===== src/rtl/hlfa_pkg.sv =====
// Package: hole entry type, datapath command and status types, codes.
`timescale 1ns / 1ps
package hlfa_pkg;

  typedef struct packed {
    logic [15:0] size;
    logic [31:0] off;
  } hole_t;

  localparam logic       KIND_ALLOC = 1'b0;
  localparam logic       KIND_FREE  = 1'b1;

  localparam logic [1:0] MODE_FIRST = 2'd0;
  localparam logic [1:0] MODE_BEST  = 2'd1;
  localparam logic [1:0] MODE_WORST = 2'd2;
  localparam logic [1:0] MODE_SPARE = 2'd3;

  localparam logic [2:0] ST_HOLE     = 3'd0;
  localparam logic [2:0] ST_APPENDED = 3'd1;
  localparam logic [2:0] ST_RECORDED = 3'd2;
  localparam logic [2:0] ST_FULL     = 3'd3;
  localparam logic [2:0] ST_NOSPACE  = 3'd4;

  typedef enum logic [4:0] {
    CMD_NONE,
    CMD_LOAD,
    CMD_FREE_SKIP,
    CMD_FREE_PUT,
    CMD_SCAN_START,
    CMD_SCAN_NEXT,
    CMD_TAKE,
    CMD_APPEND_END,
    CMD_WR_IDX,
    CMD_RM_RD,
    CMD_RM_WR,
    CMD_RM_END,
    CMD_SORT_INIT,
    CMD_SORT_RDKEY,
    CMD_SORT_LATCH,
    CMD_SORT_RDPREV,
    CMD_SORT_SHIFT,
    CMD_SORT_PUT,
    CMD_EMIT
  } cmd_e;

  typedef struct packed {
    logic       is_free;
    logic       size_zero;
    logic       full;
    logic       count_zero;
    logic [1:0] mode;
    logic       hit;
    logic       scan_end;
    logic       left_zero;
    logic       rm_more;
    logic       sort_done;
    logic       j_zero;
    logic       ahead;
  } dp_stat_t;

endpackage


===== src/rtl/hlfa_ctrl.sv =====
// Controller: sequences scan, removal and insertion sort over the hole memory.
`timescale 1ns / 1ps
module hlfa_ctrl (
  input  logic               clk_i,
  input  logic               rst_ni,
  input  logic               in_valid_i,
  output logic               in_ready_o,
  output logic               out_valid_o,
  input  logic               out_ready_i,
  input  hlfa_pkg::dp_stat_t stat_i,
  output hlfa_pkg::cmd_e     cmd_o
);
  import hlfa_pkg::*;

  typedef enum logic [3:0] {
    S_IDLE, S_DISPATCH, S_SCAN, S_NOFIT, S_TAKE, S_RM_RD, S_RM_WR, S_RM_END,
    S_SORT_INIT, S_SORT_OUTER, S_SORT_KEY, S_SORT_INNER, S_SORT_CMP, S_EMIT
  } state_e;

  state_e state_q, state_d;
  logic   in_ready_q, in_ready_d;
  logic   out_valid_q, out_valid_d;

  always_comb begin
    state_d     = state_q;
    in_ready_d  = in_ready_q;
    out_valid_d = out_valid_q & ~out_ready_i;
    cmd_o       = CMD_NONE;
    case (state_q)
      S_IDLE: begin
        if (in_valid_i && in_ready_q) begin
          cmd_o      = CMD_LOAD;
          in_ready_d = 1'b0;
          state_d    = S_DISPATCH;
        end
      end
      S_DISPATCH: begin
        if (stat_i.is_free) begin
          if (stat_i.size_zero || stat_i.full) begin
            cmd_o   = CMD_FREE_SKIP;
            state_d = S_EMIT;
          end else begin
            cmd_o   = CMD_FREE_PUT;
            state_d = (stat_i.mode == MODE_FIRST) ? S_EMIT : S_SORT_INIT;
          end
        end else if (stat_i.count_zero) begin
          state_d = S_NOFIT;
        end else begin
          cmd_o   = CMD_SCAN_START;
          state_d = S_SCAN;
        end
      end
      S_SCAN: begin
        if (stat_i.hit) begin
          cmd_o   = CMD_TAKE;
          state_d = S_TAKE;
        end else if (stat_i.scan_end) begin
          state_d = S_NOFIT;
        end else begin
          cmd_o = CMD_SCAN_NEXT;
        end
      end
      S_NOFIT: begin
        cmd_o   = CMD_APPEND_END;
        state_d = S_EMIT;
      end
      S_TAKE: begin
        if (stat_i.mode == MODE_FIRST || stat_i.left_zero) begin
          state_d = S_RM_RD;
        end else begin
          cmd_o   = CMD_WR_IDX;
          state_d = S_SORT_INIT;
        end
      end
      S_RM_RD: begin
        if (stat_i.rm_more) begin
          cmd_o   = CMD_RM_RD;
          state_d = S_RM_WR;
        end else begin
          state_d = S_RM_END;
        end
      end
      S_RM_WR: begin
        cmd_o   = CMD_RM_WR;
        state_d = S_RM_RD;
      end
      S_RM_END: begin
        cmd_o   = CMD_RM_END;
        state_d = (stat_i.mode == MODE_FIRST) ? S_EMIT : S_SORT_INIT;
      end
      S_SORT_INIT: begin
        cmd_o   = CMD_SORT_INIT;
        state_d = S_SORT_OUTER;
      end
      S_SORT_OUTER: begin
        if (stat_i.sort_done) begin
          state_d = S_EMIT;
        end else begin
          cmd_o   = CMD_SORT_RDKEY;
          state_d = S_SORT_KEY;
        end
      end
      S_SORT_KEY: begin
        cmd_o   = CMD_SORT_LATCH;
        state_d = S_SORT_INNER;
      end
      S_SORT_INNER: begin
        if (stat_i.j_zero) begin
          cmd_o   = CMD_SORT_PUT;
          state_d = S_SORT_OUTER;
        end else begin
          cmd_o   = CMD_SORT_RDPREV;
          state_d = S_SORT_CMP;
        end
      end
      S_SORT_CMP: begin
        if (stat_i.ahead) begin
          cmd_o   = CMD_SORT_SHIFT;
          state_d = S_SORT_INNER;
        end else begin
          cmd_o   = CMD_SORT_PUT;
          state_d = S_SORT_OUTER;
        end
      end
      S_EMIT: begin
        if (!out_valid_q || out_ready_i) begin
          cmd_o       = CMD_EMIT;
          out_valid_d = 1'b1;
          in_ready_d  = 1'b1;
          state_d     = S_IDLE;
        end
      end
      default: begin
        state_d = S_IDLE;
      end
    endcase
  end

  always_ff @(posedge clk_i or negedge rst_ni) begin
    if (!rst_ni) begin
      state_q     <= S_IDLE;
      in_ready_q  <= 1'b1;
      out_valid_q <= 1'b0;
    end else begin
      state_q     <= state_d;
      in_ready_q  <= in_ready_d;
      out_valid_q <= out_valid_d;
    end
  end

  assign in_ready_o  = in_ready_q;
  assign out_valid_o = out_valid_q;

endmodule


===== config.mk =====
export PLATFORM = sky130hd
export DESIGN_NAME = hlfa_ctrl
export DESIGN_NICKNAME = d
export VERILOG_FILES = /design/src/rtl/hlfa_pkg.sv /design/src/rtl/hlfa_ctrl.sv
export SDC_FILE = /design/constraint.sdc
export NUM_CORES = 1
export LEC_CHECK = 0
export BUFFER_PORTS_ARGS = -buffer_cell sky130_fd_sc_hd__buf_2
export CORE_UTILIZATION = 45
export DETAILED_ROUTE_END_ITERATION = 12
export PLACE_DENSITY = 0.74
export SKIP_CTS_REPAIR_TIMING = 1
export SLEW_MARGIN = 20
export SYNTH_ARGS = -nofsm -noshare
export SYNTH_HDL_FRONTEND = slang
export SYNTH_SLANG_ARGS = --single-unit

===== constraint.sdc =====
create_clock -name clk_i -period 1.5 [get_ports clk_i]
set_clock_uncertainty 0.05 [all_clocks]
set_input_delay 0.225 -clock clk_i [delete_from_list [all_inputs] [get_ports clk_i]]
set_output_delay 0.225 -clock clk_i [all_outputs]
set_load 0.05 [all_outputs]

==> summary.md <==
| Metric | Value |
|---|---|
| Final Util | 0.914 |
| IO Pins | 24 |
| Clock-pin slew on the worst setup and hold paths | roughly 0.050 ns |
| Max Fclk | 0.485 GHz |
| Seq. cell area | 154 sq um |
| Clock root buffer | clkbuf_4 |
| Top-area cell type share of the netlist area | 0.156 |
| Commonest register cell after synthesis | dfrtp_1 |
| Multi-input logic area | around 710 sq um |
| Crit path kind | reg -> out |
| Reg2Reg Depth | 7 |
| Placed cells | approximately 160 |
| FFs w/ async S/R, synth | 1.00 |
| Critical path's slowest cell | dfrtp_1 |
| Detailed Routing Iterations Pass 1 | 4 |
| # setup viols final | 9 |
| Maximum buffer depth of the clock tree | 2 |
| Core area | 0.00158 sq mm |
| Ant diodes | 0 |
| Flop2flop setup slack | -0.29 ns |
| Clk_lat worst skew | 0.26 ns |
| Final slew viol count | 0 |
| Maxcap violations | 0 |
| VDD IR max | 1.55 mV |
| Total CTS buffers | 3 |
| Starting density of the core | 0.508 |
| Seq cells post-synth | 6 |
| RSZ-0062 raised after global routing | true |
| Total track usage | 0.291 |
| CP delay by family, top | simple AND/OR/NAND/NOR gates |
| DP Worst Slack | -0.402 ns |
| P_int | 1.85 mW |
| Die H | 44.2 microns |
| Cell taking the most area after synthesis | dfrtp_1 |
| Detailed Route Iter0 Violations | between 70 and 80 |
| Num Clock Sinks | 6 |
| Initial antenna violation count | 0 |
| Die ar. | between 0.0015 and 0.002 sq mm |
| Routability cong. | around 0.89 |
| CP Depth | 5 |
| Worst endpoint required time | about 1.2 ns |
| Number of synthesized flops with an enable pin | 0 |
| Per-cell routed wire length | between 20 and 25 microns |
| DRC viols | 0 |
| Rel. slew slack | 0.756 |
| Row cnt | 14 |
| Outcome | finished, violations left |
| Crit-path max FO | 2 |
| Post-Syn Area | between 800 and 900 sq um |
| Power share of the sequential group | 0.097 |
| Crit path buffers/inverters | 1 |
| Fin crit period | slightly above 2 ns |
| Worst R2R End | state_q[0] |
| CP Capture Type | output port |
| NetSw | 1.81 mW |
| Worst Hold Path EP | in_ready_o |
| Post-route non-filler standard cell count | approximately 180 |
| Switching Share | 0.494 |
| Combinational Power Share | 0.853 |
| CP peak stage delay | 0.42 ns |
| Slew @ Worst Pin | 0.361 ns |
| PortBufs | 23 |
| Yosys warning total | 0 |
| Seq/Total Area, Yosys | 0.189 |
| First-pass GRT wire length | between 4000 and 5000 microns |
| Final nets | 178 |
| DR vias/cell | 6.57 |
| Vias | 1157 |
| PwrDens | roughly 2500 mW/mm^2 |
| CP cell instances | nor4b_4 > nand2_1 > o31a_1 > a31oi_4 > buf_6 |
| CTS tree | built |
| Mapped Cells | around 100 |
| Fraction of layout cells with a size suffix above 1 | 0.600 |
| Die width | 44.2 microns |
| Clock power share | 0.049 |
| Number of distinct library cells after synthesis | 45 |
| Final wirelength | 3570 microns |
| P&R area growth vs syn | 80.0% |
| Routed Antenna Nets | 0 |
| Syn Nets | about 120 |
| Leakage | 0.649 nW |
| Fin crit share | 1.37 |
| Hold WC Path Type | in -> reg |
| Avg Cell Area, Syn | 7.93 sq um |
| Top post-synthesis cells by area | dfrtp_1 (16%), buf_6 (5.6%), nor2_1 (5.2%) |
| Final HPWL DP | 1970 microns |
| Grt ovf | 0 |
| Final-report hold violation count | 0 |
| Critical hold path startpoint | in_valid_i |
| Failing checks | setup timing |
| H-tree Lvls | 1 |
| R2R Path Start | state_q[2] |
| Largest net degree at the start of global routing | 21 |
| Fillers | 66 |
| Number of global-route vias before repair | around 940 |
| Worst setup margin | -0.560 ns |
| Crit start category | flop |
| CP arrival | 1.78 ns |
| Hold Path Depth | 2 |
==> logic make-up after synthesis <==
| family | Yosys count | share of synthesized area |
|---|---|---|
| buf+inv | 12 | 0.103 |
| simple gates | 45 | 0.344 |
| compound gates | 37 | 0.350 |
| mux | 1 | 0.0141 |
| flops | 6 | 0.189 |
==> cell type report <==
cell class / instances / area share
flip-flops and latches: 6 / 0.107
repair buffers: 63 / 0.357
multi-input cells: 83 / 0.494
clock buffers: 4 / 0.0182
inverters: 4 / 0.0104
well taps: 16 / 0.0139
==> routing by layer <==
layer | vias to the layer above | GRT usage | share of wire
met3 | 27 | 0.0857 | 0.12
met5 | - | 0 | 0
met4 | 0 | 0.0606 | 0.044
met2 | 92 | 0.482 | 0.49
met1 | 533 | 0.376 | 0.35
li1 | 505 | - | -
==> layout by cell type, fill, tap and decap left out, types with 5 or more instances in the layout <==
| cell | Yosys | layout |
|---|---|---|
| buf_2 | 3 | 18 |
| buf_4 | 1 | 31 |
| buf_6 | 4 | 9 |
| nor2_1 | 11 | 8 |
| nand2_1 | 6 | 6 |
| a21oi_1 | 7 | 5 |
==> stage by stage <==
| step | TNS, ns | area (sq um) | hold WS (ns) | power, mW |
|---|---|---|---|---|
| after CTS | -3.35 | 1180 | -0.269 | 2.80 |
| after global routing | -3.30 | 1440 | 0.103 | 3.80 |
| after floorplan | -0.688 | 865 | -0.121 | 1.98 |
| final | -2.84 | 1440 | 0.0982 | 3.66 |
| after detailed placement | -1.96 | 1150 | 0.00829 | 2.62 |
| after global placement | -1.71 | 1150 | -0.00244 | 2.58 |
==> registers in the layout, summed over array words and instances (netlist names) <==
signal,count
in_ready_o,1
out_valid_o,1
state_q,4
==> power by group through the flow <==
stage	Combinational, mW	Sequential (mW)	Clock, mW
2_1_floorplan	1.57	0.417	0
3_3_place_gp	2.27	0.309	0
3_5_place_dp	2.30	0.316	0
4_1_cts	2.31	0.315	0.178
5_1_grt	3.25	0.363	0.194
6_report	3.12	0.355	0.181
==> Yosys cell counts (2+ instances only) <==
master,count
inv_2,2
nand2b_1,5
buf_6,4
nand3b_1,2
nor2_1,11
nor4b_2,2
nor2b_1,4
nand3_1,3
o21ai_1,4
nand2_1,6
a21oi_1,7
or2_1,2
and3_1,2
a211oi_1,3
and2b_1,2
o31ai_1,2
dfrtp_1,5
buf_2,3
a31oi_1,4
o21bai_1,3
==> worst max path at each step <==
stage / from / endpoint / slack [ns]
3_5_place_dp: state_q[1] / cmd_o[0] / -0.40
2_1_floorplan: state_q[3] / cmd_o[1] / -0.36
6_report: state_q[3] / cmd_o[0] / -0.56
3_3_place_gp: state_q[2] / cmd_o[0] / -0.34
4_1_cts: state_q[1] / cmd_o[0] / -0.69
5_1_grt: state_q[3] / cmd_o[0] / -0.61
==> worst reg2reg max path, cell delays in order (launching register included) <==
cell	delay, ns
dfrtp_1	0.40
buf_6	0.16
buf_4	0.12
buf_4	0.12
nand3b_1	0.14
a2bb2o_4	0.24
a2111oi_4	0.35
a21oi_2	0.09
No activity file was read; power rests on OpenSTA's default activity.
